**config.mk**
```make
export PLATFORM = sky130hd
export DESIGN_NAME = socks5_server_handshake
export DESIGN_NICKNAME = d
export VERILOG_FILES = /design/src/rtl/s5hs_pkg.sv /design/src/rtl/s5hs_front.sv /design/src/rtl/s5hs_queue.sv /design/src/rtl/s5hs_back.sv /design/src/rtl/socks5_server_handshake.sv
export VERILOG_INCLUDE_DIRS = /design/src /design/src/rtl
export SDC_FILE = /design/constraint.sdc
export NUM_CORES = 1
export LEC_CHECK = 0
export BUFFER_PORTS_ARGS = -buffer_cell sky130_fd_sc_hd__clkbuf_2
export CAP_MARGIN = 20
export CORE_MARGIN = 2
export CORE_UTILIZATION = 53
export DETAILED_ROUTE_END_ITERATION = 8
export MAX_ROUTING_LAYER = met4
export PLACE_DENSITY = 0.78
export REMOVE_ABC_BUFFERS = 1
export SLEW_MARGIN = 20
export SYNTH_ARGS = -nofsm -noshare
export SYNTH_HDL_FRONTEND = slang
export SYNTH_SLANG_ARGS = --single-unit
```
**constraint.sdc**
```tcl
create_clock -name clk -period 5.35 [get_ports clk]
set_input_delay 1.07 -clock clk [delete_from_list [all_inputs] [get_ports clk]]
set_output_delay 1.07 -clock clk [all_outputs]
set_load 0.01 [all_outputs]
```
**src/rtl/socks5_server_handshake_defines.svh**
```systemverilog
// Assertion macros shared by the SOCKS5 handshake RTL.
// Used by s5hs_queue; no other dependencies.
`ifndef SOCKS5_SERVER_HANDSHAKE_DEFINES_SVH
`define SOCKS5_SERVER_HANDSHAKE_DEFINES_SVH
// implication checked on every edge outside reset
`define S5_ASSERT_IMP(lbl, ante, cons, msg) \
  lbl: assert property (@(posedge clk) disable iff (rst) (ante) |-> (cons)) else $error(msg);
// implication whose consequent is checked in the next cycle
`define S5_ASSERT_NXT(lbl, ante, cons, msg) \
  lbl: assert property (@(posedge clk) disable iff (rst) (ante) |=> (cons)) else $error(msg);
`endif

```
**src/rtl/s5hs_pkg.sv**
```systemverilog
// Package for the SOCKS5 server handshake: types, codes and constants.
// No dependencies; used by every module under rtl.
package s5hs_pkg;
  localparam int MaxCredBytesDef = 8;

  typedef enum logic [2:0] {
    PH_GREET, PH_AUTH, PH_AUTH_PASS, PH_REQUEST, PH_DONE, PH_FAILED
  } phase_t;

  localparam logic [1:0] KIND_REPLY = 2'd0;
  localparam logic [1:0] KIND_ADDR  = 2'd1;
  localparam logic [1:0] KIND_DONE  = 2'd2;
  localparam logic [1:0] KIND_FAIL  = 2'd3;

  localparam logic [2:0] ERR_NONE    = 3'd0;
  localparam logic [2:0] ERR_GREET   = 3'd1;
  localparam logic [2:0] ERR_METHOD  = 3'd2;
  localparam logic [2:0] ERR_AUTH    = 3'd3;
  localparam logic [2:0] ERR_REQVER  = 3'd4;
  localparam logic [2:0] ERR_CMD     = 3'd5;
  localparam logic [2:0] ERR_ATYP    = 3'd6;

  localparam logic [2:0] REG_AUTH_MODE = 3'd0;
  localparam logic [2:0] REG_USER_NAME = 3'd1;
  localparam logic [2:0] REG_USER_LEN  = 3'd2;
  localparam logic [2:0] REG_PASS_WORD = 3'd3;
  localparam logic [2:0] REG_PASS_LEN  = 3'd4;

  // Burst command from the front end to the back end.
  // A burst is: n_pre reply bytes (from pre[]), optional 10-byte reply,
  // optional single tail result. At least one result when queued.
  typedef struct packed {
    logic [1:0]  n_pre;     // 0..3 leading reply bytes
    logic [23:0] pre;       // byte i in bits 8i+7..8i
    logic        ten;       // send 10-byte reply
    logic [7:0]  ten_rep;   // REP byte of the 10-byte reply
    logic        tail;      // one final result follows
    logic [1:0]  tail_kind;
    logic [7:0]  tail_byte;
    logic [1:0]  tail_ak;
    logic [15:0] tail_port;
    logic [2:0]  tail_err;
  } burst_t;
endpackage

```
**src/rtl/s5hs_front.sv**
```systemverilog
// Front end: parses client bytes and turns each item into a burst command.
// Depends on s5hs_pkg.
module s5hs_front import s5hs_pkg::*; #(
  parameter int MaxCredBytes = MaxCredBytesDef
) (
  input  logic        clk,
  input  logic        rst,
  input  logic        fire,
  input  logic        req_type,
  input  logic [7:0]  rx_byte,
  input  logic        connect_ok,
  input  logic        auth_mode,
  input  logic [63:0] user_name,
  input  logic [3:0]  user_length,
  input  logic [63:0] pass_word,
  input  logic [3:0]  pass_length,
  output logic        cmd_valid,
  output burst_t      cmd
);
  phase_t      phase, phase_next;
  logic [8:0]  field_position, field_position_next;
  logic [7:0]  saved_length, saved_length_next;
  logic        offers_no_auth, offers_no_auth_next;
  logic        offers_user_pass, offers_user_pass_next;
  logic        auth_version_ok, auth_version_ok_next;
  logic        user_matches, user_matches_next;
  logic        pass_matches, pass_matches_next;
  logic [1:0]  request_addr_type, request_addr_type_next;
  logic [7:0]  port_high, port_high_next;

  logic [8:0] addr_end;
  logic       user_ok, pass_ok, auth_ok, method_ok;

  function automatic logic cred_ok(input logic [63:0] r, input logic [8:0] idx,
                                   input logic [7:0] b);
    logic ok;
    ok = (idx < 9'(MaxCredBytes)) && (r[8*idx[2:0] +: 8] == b);
    return ok;
  endfunction

  assign user_ok = cred_ok(user_name, field_position - 9'd2, rx_byte);
  assign pass_ok = cred_ok(pass_word, field_position, rx_byte) && pass_matches;
  assign addr_end = (request_addr_type == 2'd1) ? 9'd5 + {1'b0, saved_length}
                  : (request_addr_type == 2'd0) ? 9'd8 : 9'd20;

  always_ff @(posedge clk) begin
    if (rst) begin
      phase <= PH_GREET;
      field_position <= '0;
      saved_length <= '0;
      offers_no_auth <= 1'b0;
      offers_user_pass <= 1'b0;
      auth_version_ok <= 1'b0;
      user_matches <= 1'b1;
      pass_matches <= 1'b1;
      request_addr_type <= '0;
      port_high <= '0;
    end else if (fire) begin
      phase <= phase_next;
      field_position <= field_position_next;
      saved_length <= saved_length_next;
      offers_no_auth <= offers_no_auth_next;
      offers_user_pass <= offers_user_pass_next;
      auth_version_ok <= auth_version_ok_next;
      user_matches <= user_matches_next;
      pass_matches <= pass_matches_next;
      request_addr_type <= request_addr_type_next;
      port_high <= port_high_next;
    end
  end

  always_comb begin
    logic om, ou;
    phase_next = phase;
    field_position_next = field_position;
    saved_length_next = saved_length;
    offers_no_auth_next = offers_no_auth;
    offers_user_pass_next = offers_user_pass;
    auth_version_ok_next = auth_version_ok;
    user_matches_next = user_matches;
    pass_matches_next = pass_matches;
    request_addr_type_next = request_addr_type;
    port_high_next = port_high;
    cmd = '0;
    om = 1'b0;
    ou = 1'b0;
    method_ok = 1'b0;
    auth_ok = 1'b0;
    if (req_type) begin
      cmd.ten = 1'b1;
      cmd.ten_rep = connect_ok ? 8'h00 : 8'h01;
    end else begin
      unique case (phase)
        PH_GREET: begin
          if (field_position == 9'd0) begin
            auth_version_ok_next = (rx_byte == 8'h05);
            offers_no_auth_next = 1'b0;
            offers_user_pass_next = 1'b0;
            field_position_next = 9'd1;
          end else begin
            if (field_position == 9'd1) begin
              if (!auth_version_ok) begin
                cmd.tail = 1'b1;
                cmd.tail_kind = KIND_FAIL;
                cmd.tail_err = ERR_GREET;
                phase_next = PH_FAILED;
              end else begin
                saved_length_next = rx_byte;
                field_position_next = 9'd2;
                om = (rx_byte == 8'h00);
              end
            end else begin
              if (rx_byte == 8'h00) offers_no_auth_next = 1'b1;
              else if (rx_byte == 8'h02) offers_user_pass_next = 1'b1;
              if (field_position - 9'd1 >= {1'b0, saved_length}) om = 1'b1;
              else field_position_next = field_position + 9'd1;
            end
            if (om) begin
              // method selection reply
              field_position_next = '0;
              auth_version_ok_next = 1'b0;
              user_matches_next = 1'b1;
              pass_matches_next = 1'b1;
              method_ok = auth_mode ? offers_user_pass_next : offers_no_auth_next;
              cmd.n_pre = 2'd2;
              cmd.pre[7:0] = 8'h05;
              if (!method_ok) begin
                cmd.pre[15:8] = 8'hff;
                cmd.tail = 1'b1;
                cmd.tail_kind = KIND_FAIL;
                cmd.tail_err = ERR_METHOD;
                phase_next = PH_FAILED;
              end else begin
                cmd.pre[15:8] = auth_mode ? 8'h02 : 8'h00;
                phase_next = auth_mode ? PH_AUTH : PH_REQUEST;
              end
            end
          end
        end
        PH_AUTH: begin
          if (field_position == 9'd0) begin
            auth_version_ok_next = (rx_byte == 8'h01);
            field_position_next = 9'd1;
          end else if (field_position == 9'd1) begin
            saved_length_next = rx_byte;
            user_matches_next = (rx_byte == {4'd0, user_length});
            field_position_next = 9'd2;
          end else if (field_position < 9'd2 + {1'b0, saved_length}) begin
            if (!user_ok) user_matches_next = 1'b0;
            field_position_next = field_position + 9'd1;
          end else begin
            saved_length_next = rx_byte;
            pass_matches_next = (rx_byte == {4'd0, pass_length});
            field_position_next = '0;
            phase_next = PH_AUTH_PASS;
            if (rx_byte == 8'h00) begin
              ou = 1'b1;
              auth_ok = auth_version_ok && user_matches && pass_matches_next;
            end
          end
        end
        PH_AUTH_PASS: begin
          pass_matches_next = pass_ok;
          if (field_position + 9'd1 >= {1'b0, saved_length}) begin
            ou = 1'b1;
            auth_ok = auth_version_ok && user_matches && pass_ok;
          end else field_position_next = field_position + 9'd1;
        end
        PH_REQUEST: begin
          if (field_position == 9'd0) begin
            auth_version_ok_next = (rx_byte == 8'h05);
            field_position_next = 9'd1;
          end else if (field_position == 9'd1) begin
            offers_user_pass_next = (rx_byte == 8'h01);
            field_position_next = 9'd2;
          end else if (field_position == 9'd2) begin
            field_position_next = 9'd3;
          end else if (field_position == 9'd3) begin
            cmd.tail_kind = KIND_FAIL;
            if (!auth_version_ok) begin
              cmd.tail = 1'b1;
              cmd.tail_err = ERR_REQVER;
              phase_next = PH_FAILED;
            end else if (!offers_user_pass) begin
              cmd.ten = 1'b1;
              cmd.ten_rep = 8'h07;
              cmd.tail = 1'b1;
              cmd.tail_err = ERR_CMD;
              phase_next = PH_FAILED;
            end else if (rx_byte == 8'h01 || rx_byte == 8'h03 || rx_byte == 8'h04) begin
              request_addr_type_next = (rx_byte == 8'h01) ? 2'd0
                                     : (rx_byte == 8'h03) ? 2'd1 : 2'd2;
              field_position_next = 9'd4;
              cmd.tail_kind = KIND_REPLY;
            end else begin
              cmd.ten = 1'b1;
              cmd.ten_rep = 8'h08;
              cmd.tail = 1'b1;
              cmd.tail_err = ERR_ATYP;
              phase_next = PH_FAILED;
            end
          end else if (request_addr_type == 2'd1 && field_position == 9'd4) begin
            saved_length_next = rx_byte;
            field_position_next = 9'd5;
          end else if (field_position < addr_end) begin
            cmd.tail = 1'b1;
            cmd.tail_kind = KIND_ADDR;
            cmd.tail_byte = rx_byte;
            cmd.tail_ak = request_addr_type;
            field_position_next = field_position + 9'd1;
          end else if (field_position == addr_end) begin
            port_high_next = rx_byte;
            field_position_next = field_position + 9'd1;
          end else begin
            cmd.tail = 1'b1;
            cmd.tail_kind = KIND_DONE;
            cmd.tail_ak = request_addr_type;
            cmd.tail_port = {port_high, rx_byte};
            phase_next = PH_DONE;
          end
        end
        default: ;
      endcase
      if (ou) begin
        // auth status reply
        cmd.n_pre = 2'd2;
        cmd.pre[15:0] = {auth_ok ? 8'h00 : 8'h01, 8'h01};
        field_position_next = '0;
        if (!auth_ok) begin
          cmd.tail = 1'b1;
          cmd.tail_kind = KIND_FAIL;
          cmd.tail_err = ERR_AUTH;
          phase_next = PH_FAILED;
        end else phase_next = PH_REQUEST;
      end
    end
    cmd_valid = fire && (cmd.ten || cmd.tail || (cmd.n_pre != 2'd0));
  end
endmodule

```
**src/rtl/s5hs_queue.sv**
```systemverilog
// Two-entry queue of burst commands between front and back end.
// Depends on s5hs_pkg and the assertion macros header.
`include "socks5_server_handshake_defines.svh"
module s5hs_queue import s5hs_pkg::*; (
  input  logic   clk,
  input  logic   rst,
  input  logic   push,
  input  burst_t push_data,
  output logic   full,
  input  logic   pop,
  output logic   not_empty,
  output burst_t head
);
  burst_t     mem [2];
  logic       wptr, rptr;
  logic [1:0] count;

  always_ff @(posedge clk) begin
    if (rst) begin
      wptr <= 1'b0;
      rptr <= 1'b0;
      count <= '0;
    end else begin
      if (push) wptr <= ~wptr;
      if (pop) rptr <= ~rptr;
      count <= count + 2'(push) - 2'(pop);
    end
  end

  always_ff @(posedge clk) begin
    if (push) mem[wptr] <= push_data;
  end

  assign head = mem[rptr];
  assign full = count == 2'd2;
  assign not_empty = count != 2'd0;

  `S5_ASSERT_IMP(a_no_overflow, push, !full || pop, "queue overflow")
  `S5_ASSERT_IMP(a_no_underflow, pop, not_empty, "queue underflow")
  `S5_ASSERT_IMP(a_count_range, 1'b1, count != 2'd3, "queue count out of range")
endmodule

```
**src/rtl/s5hs_back.sv**
```systemverilog
// Back end: expands burst commands into result transfers, one per cycle while res_ready is high.
// Depends on s5hs_pkg.
module s5hs_back import s5hs_pkg::*; (
  input  logic        clk,
  input  logic        rst,
  input  logic        cmd_avail,
  input  burst_t      cmd,
  output logic        cmd_pop,
  output logic        res_valid,
  input  logic        res_ready,
  output logic [1:0]  out_kind,
  output logic [7:0]  out_byte,
  output logic [1:0]  addr_kind,
  output logic [15:0] dest_port,
  output logic [2:0]  error_code,
  output logic        last
);
  // step 0..2: leading bytes, 3..12: ten-byte reply, 13: tail
  logic [3:0] step, step_next;
  logic       step_last;
  logic [3:0] first_step;
  logic       started;

  always_comb begin
    first_step = (cmd.n_pre != 2'd0) ? 4'd0 : cmd.ten ? 4'd3 : 4'd13;
  end

  // a fresh head command starts at its first result; later ones follow step
  logic [3:0] cur;
  assign cur = started ? step : first_step;

  always_comb begin
    logic [3:0] t;
    out_kind = KIND_REPLY;
    out_byte = '0;
    addr_kind = '0;
    dest_port = '0;
    error_code = ERR_NONE;
    t = '0;
    if (cur < 4'd3) out_byte = cmd.pre[8*cur[1:0] +: 8];
    else if (cur < 4'd13) begin
      t = cur - 4'd3;
      out_byte = (t == 4'd0) ? 8'h05 : (t == 4'd1) ? cmd.ten_rep
               : (t == 4'd3) ? 8'h01 : 8'h00;
    end else begin
      out_kind = cmd.tail_kind;
      out_byte = cmd.tail_byte;
      addr_kind = cmd.tail_ak;
      dest_port = cmd.tail_port;
      error_code = cmd.tail_err;
    end
    step_next = cur + 4'd1;
    if (step_next == {2'b00, cmd.n_pre} && cur < 4'd3)
      step_next = cmd.ten ? 4'd3 : 4'd13;
    step_last = (cur == 4'd13) || (cur == 4'd12 && !cmd.tail) ||
                (cur < 4'd3 && step_next == 4'd13 && !cmd.tail);
  end

  assign res_valid = cmd_avail;
  assign last = step_last;
  assign cmd_pop = cmd_avail && res_ready && step_last;

  always_ff @(posedge clk) begin
    if (rst) begin
      started <= 1'b0;
      step <= 4'd0;
    end else if (cmd_avail && res_ready) begin
      started <= !step_last;
      step <= step_last ? 4'd0 : step_next;
    end
  end
endmodule

```
**src/rtl/socks5_server_handshake.sv**
```systemverilog
// SOCKS5 server handshake: input byte parser, command queue, result sequencer.
// Accepted bytes' burst commands are registered in the command queue.
// Intake takes one input byte per cycle while in_ready is high; a burst
// of up to eleven results holds intake once the two-entry queue fills.
// Reset (rst, synchronous) returns to the greeting phase, clears the configuration registers and empties the queue.
// Depends on s5hs_pkg, s5hs_front, s5hs_queue, s5hs_back.
module socks5_server_handshake import s5hs_pkg::*; #(
  parameter int MaxCredBytes = MaxCredBytesDef
) (
  input  logic        clk,
  input  logic        rst,
  input  logic        psel,
  input  logic        penable,
  input  logic        pwrite,
  input  logic [5:0]  paddr,
  input  logic [63:0] pwdata,
  output logic [63:0] prdata,
  output logic        pready,
  input  logic        in_valid,
  output logic        in_ready,
  input  logic        req_type,
  input  logic [7:0]  rx_byte,
  input  logic        connect_ok,
  output logic        out_valid,
  input  logic        out_ready,
  output logic [1:0]  out_kind,
  output logic [7:0]  out_byte,
  output logic [1:0]  addr_kind,
  output logic [15:0] dest_port,
  output logic [2:0]  error_code,
  output logic        last
);
  logic        auth_mode;
  logic [63:0] user_name, pass_word;
  logic [3:0]  user_length, pass_length;
  logic        fire, cmd_valid, q_full, q_ne, q_pop;
  burst_t      cmd, head;
  logic [2:0]  reg_idx;

  // registers at 8-byte spacing (64-bit data)
  assign reg_idx = paddr[5:3];
  assign pready = 1'b1;

  always_ff @(posedge clk) begin
    if (rst) begin
      auth_mode <= 1'b0;
      user_name <= '0;
      user_length <= '0;
      pass_word <= '0;
      pass_length <= '0;
    end else if (psel && penable && pwrite) begin
      unique case (reg_idx)
        REG_AUTH_MODE: auth_mode <= pwdata[0];
        REG_USER_NAME: user_name <= pwdata;
        REG_USER_LEN:  user_length <= pwdata[3:0];
        REG_PASS_WORD: pass_word <= pwdata;
        REG_PASS_LEN:  pass_length <= pwdata[3:0];
        default: ;
      endcase
    end
  end

  always_comb begin
    unique case (reg_idx)
      REG_AUTH_MODE: prdata = {63'd0, auth_mode};
      REG_USER_NAME: prdata = user_name;
      REG_USER_LEN:  prdata = {60'd0, user_length};
      REG_PASS_WORD: prdata = pass_word;
      REG_PASS_LEN:  prdata = {60'd0, pass_length};
      default:       prdata = '0;
    endcase
  end

  // intake stalls whenever the queue holds two commands
  assign in_ready = !q_full;
  assign fire = in_valid && in_ready;

  s5hs_front #(.MaxCredBytes(MaxCredBytes)) u_front (
    .clk, .rst, .fire, .req_type, .rx_byte, .connect_ok,
    .auth_mode, .user_name, .user_length, .pass_word, .pass_length,
    .cmd_valid, .cmd
  );

  s5hs_queue u_queue (
    .clk, .rst, .push(cmd_valid), .push_data(cmd), .full(q_full),
    .pop(q_pop), .not_empty(q_ne), .head
  );

  s5hs_back u_back (
    .clk, .rst, .cmd_avail(q_ne), .cmd(head), .cmd_pop(q_pop),
    .res_valid(out_valid), .res_ready(out_ready),
    .out_kind, .out_byte, .addr_kind, .dest_port, .error_code, .last
  );
endmodule
```
==> results list <==
* Multi-input combinational cell area: 0.00790 sq mm
- Pins Over Slew Limit: 0
- Critical path capture point type: output port
* CP startpoint kind: flop
- Std-Cell Rows: 60
- TritonCTS buffer count: 27
- Fill cells in the final layout number 2,292.
* VDD IR max: 0.277 mV
* Post-CTS Hold Fix Bufs: 0
- Horizontal die dimension: 170 um
* Routed length per placed instance: 19.6 um
- First-pass detailed-route iteration total: 8
- The analysis attributes to cell leakage a power of 6.30 nW.
- Run status: complete, no violations
* Highest clock frequency the design can meet: 211 MHz
* Placement Setup Slack: 1140 ps
- After detailed routing, the number of vias per cell comes to 6.08.
- The tool flagged a number of max-cap violations equal to 0.
- Total overflow reported by the global router: 0
- For this design, the sink count on the clock tree is 264.
- Number of gates resized after CTS: 0
- Leaving out fill and tap cells, the most frequent cells in the layout are sky130_fd_sc_hd__nand2_1 (321), sky130_fd_sc_hd__clkbuf_2 (180), sky130_fd_sc_hd__dfxtp_1 (179).
- Clock-pin slew was measured on the worst setup and hold paths at 60 ps.
- Max stage delay cell, worst path: sky130_fd_sc_hd__dfxtp_1
* Endpoints failing setup: 0
- For this run, the slowest stage of the critical path takes 620 ps.
- H-tree Lvls: 1
- Avg Cell Area, Syn: 9.16 sq um
- Total power per unit cell area: 326 mW/mm^2
- After synthesis, the netlist uses 87 different library cells.
* Crit Reg-Reg Startpoint: u_front.saved_length[2]
* Number of storage elements in the synthesis netlist: 264
* Transition time at the pin with the least slew margin: 890 ps
* Worst hold start: pass_word[53]
- After clock tree synthesis, the setup repair step added 0 buffers.
- Global-route wire length before repair: 63,900 um
- Walking the worst path, the cells encountered are inv_1 -> o21ai_1 -> inv_1 -> ha_1 -> nor2b_1 -> mux2_2 -> a21oi_1 -> o41ai_1 -> a31oi_1 -> inv_1 -> clkbuf_2.
- The first routing iteration left 1,107 violations.
- Clock tree from TritonCTS: built
* Layout area overhead: 13.7%
- Number of global-route vias before repair: 11,974
- The die covers 0.0289 sq mm.
- Clock tree synthesis selected as its root buffer the cell sky130_fd_sc_hd__clkbuf_16.
* Number of flops mapped to enable cells by yosys: 82
- Counting every instance in the synthesized netlist gives 1,594.
* Unrepaired setup endpoints after global routing: no
* Summed area of non-filler cells in the final layout: 0.0166 sq mm
- Headroom to the max-slew limit came out at 39.9%.
- Library cell appearing most often on the critical path: sky130_fd_sc_hd__inv_1
* Number of port buffers: 181
- HPWL after DPL: 27,400 um
- Total Neg Setup Slack: 0 ps
* Number of remaining DRC errors: 0
- Footprint of the flip-flops and latches: 0.00611 sq mm
- For the worst-skew pair, the clock arrives at the later sink with an insertion delay of 550 ps.
- Final worst-path cycle share: 88.5%
* All-Layer GR Usage: 28.4%
* Die Ht: 170 um
* Initial Util: 54.0%
- For this design the top-level I/O count stands at 186.
- Most common library cell in the layout ignoring fill and taps: sky130_fd_sc_hd__nand2_1
* Largest buffer count on any clock path: 3
- For this run, the register share of the synthesized area comes to 41.8%.
- On the final layout, the worst clock skew is 9.93 ps.
* Crit. Startpoint: u_back.started
- For this run, the post-layout net count is 1,854.
- Min Clock Period, post-route: 4740 ps
* Final setup margin: 615 ps
- Layout cell share with drive strength beyond 1: 18.2%
- Via count: 12,638
* Final routed wirelength across all metal layers: 40,700 um
- Class of the tightest hold or removal check: flop to flop
* Number of antenna violations at the first check in global routing: 1
* Standard cell area after detailed placement: 0.0157 sq mm
- Data arrives at the worst endpoint at 3670 ps.
- Largest fanout of any net on the critical path: 13
- Largest net degree at the start of global routing: 133
* CP Class: flop to output port
- Primary flip-flop cell chosen by synthesis mapping: sky130_fd_sc_hd__dfxtp_1
- The final hold violation count was 0.
- Routability-driven placement finished with a final weighted congestion of 0.948.
- Required time reported for the critical path endpoint: 4280 ps
- Synth Cell Area: 0.0146 sq mm
* Yosys warning count: 0
- Post-synthesis async set-or-reset flop share: 0%
* Core area: 0.0270 sq mm
- The count of nets left with antenna violations once routing finished came out at 0.
path summary, 6_finish.rpt:
kind              cells after the start  slack [ps]           endpoint
setup / recovery                     11         610               last
hold / removal                        2         470      pass_word[53]
hold reg to reg                       2         470      pass_word[53]
setup reg to reg                     16        1050  u_queue.mem[0][6]
kinds of logic (layout without fill, tap and decap cells):
family,after synthesis,after routing,synth area share (%)
flops,264,264,41.8
mux,123,123,11.1
fa+ha+maj,52,52,4.46
xor+xnor,52,52,3.12
buf+inv,146,288,4.25
compound gates,368,368,17.1
simple gates,588,588,18.2
other cells,1,2,0.0257
critical path: cells and delay by family (launching register included):
| family | cells | cell delay [ps] |
|---|---|---|
| AO/OA/AOI/OAI | 4 | 1280 |
| adder cells (fa/ha/maj) | 1 | 390 |
| buffers and inverters | 4 | 560 |
| flip-flops | 1 | 620 |
| multiplexers | 1 | 140 |
| AND/OR/NAND/NOR | 1 | 120 |
per-layer routing:
metal,global-route usage [%],vias up,wire [um]
li1,-,5931,-
met1,36.4,6049,16900
met2,44.8,571,18900
met3,6.44,87,3710
met4,9.22,0,1140
met5,-,-,0
registers in the layout (all words and copies together) (netlist names), 2 cells and up, named ones only:
signal                     cells
user_length                    4
u_queue.count                  2
u_front.field_position         9
u_back.step                    4
u_front.port_high              8
u_front.saved_length           8
user_name                     64
pass_word                     64
u_front.request_addr_type      2
pass_length                    4
u_queue.mem                   82
u_front.phase                  3
per-stage QoR:
stage                     hold slack [ps]  utilization (%)  cells  power [mW]
after floorplan                       437                -   1485        3.07
after global placement                453             58.0   2027        3.47
after detailed placement              461             58.0   2027        3.49
after CTS                             469             61.4   2077        5.43
after global routing                  487             61.4   2078        5.66
final                                 472             61.4   2078        5.41
where the power goes:
part | switching (mW) | internal (mW) | total, mW
registers | 0.0681 | 2.19 | 2.26
logic | 0.748 | 0.459 | 1.21
clock network | 0.826 | 1.13 | 1.95
total | 1.64 | 3.77 | 5.41
cell type report:
class                   instances  share of cell area [%]
flip-flops and latches        264                    36.8
clock inverters                17                    1.17
multi-input cells            1184                    47.6
well taps                     341                    2.57
repair buffers                201                    6.60
clock buffers                  33                    4.40
diodes                          1                  0.0151
inverters                      37                   0.837
synth_stat cells (4+ instances only):
| library cell | n | area [sq um] |
|---|---|---|
| sky130_fd_sc_hd__nand2_1 | 321 | 1200 |
| sky130_fd_sc_hd__dfxtp_1 | 182 | 3640 |
| sky130_fd_sc_hd__a21oi_1 | 158 | 791 |
| sky130_fd_sc_hd__nor2_1 | 115 | 432 |
| sky130_fd_sc_hd__mux2i_1 | 88 | 881 |
| sky130_fd_sc_hd__edfxtp_1 | 82 | 2460 |
| sky130_fd_sc_hd__clkbuf_1 | 80 | 300 |
| sky130_fd_sc_hd__a22o_1 | 62 | 543 |
| sky130_fd_sc_hd__ha_1 | 52 | 651 |
| sky130_fd_sc_hd__xnor2_1 | 38 | 333 |
| sky130_fd_sc_hd__inv_1 | 36 | 135 |
| sky130_fd_sc_hd__o21ai_0 | 32 | 160 |
| sky130_fd_sc_hd__mux4_2 | 30 | 676 |
| sky130_fd_sc_hd__nand3_1 | 23 | 115 |
| sky130_fd_sc_hd__and2_1 | 21 | 131 |
| sky130_fd_sc_hd__nor3_1 | 18 | 90.1 |
| sky130_fd_sc_hd__nand2b_1 | 16 | 100 |
| sky130_fd_sc_hd__nor2b_1 | 15 | 93.8 |
| sky130_fd_sc_hd__xor2_1 | 14 | 123 |
| sky130_fd_sc_hd__buf_2 | 13 | 65.1 |
| sky130_fd_sc_hd__a21o_1 | 11 | 82.6 |
| sky130_fd_sc_hd__o21a_1 | 10 | 75.1 |
| sky130_fd_sc_hd__nand4_1 | 9 | 56.3 |
| sky130_fd_sc_hd__nor4_1 | 9 | 56.3 |
| sky130_fd_sc_hd__o31ai_1 | 9 | 67.6 |
| sky130_fd_sc_hd__a211oi_1 | 7 | 52.6 |
| sky130_fd_sc_hd__o211ai_1 | 7 | 52.6 |
| sky130_fd_sc_hd__a22oi_1 | 6 | 45.0 |
| sky130_fd_sc_hd__buf_1 | 6 | 22.5 |
| sky130_fd_sc_hd__or3_1 | 6 | 37.5 |
| sky130_fd_sc_hd__a32o_1 | 5 | 50.1 |
| sky130_fd_sc_hd__and3_1 | 5 | 31.3 |
| sky130_fd_sc_hd__buf_4 | 5 | 37.5 |
| sky130_fd_sc_hd__buf_6 | 5 | 56.3 |
| sky130_fd_sc_hd__o22ai_1 | 5 | 31.3 |
| sky130_fd_sc_hd__a21boi_0 | 4 | 30.0 |
| sky130_fd_sc_hd__a31oi_1 | 4 | 25.0 |
| sky130_fd_sc_hd__mux2_2 | 4 | 45.0 |
| sky130_fd_sc_hd__nand4b_1 | 4 | 35.0 |
| sky130_fd_sc_hd__o41ai_1 | 4 | 35.0 |
| sky130_fd_sc_hd__or2_2 | 4 | 25.0 |
No activity file was read; power rests on OpenSTA's default activity.
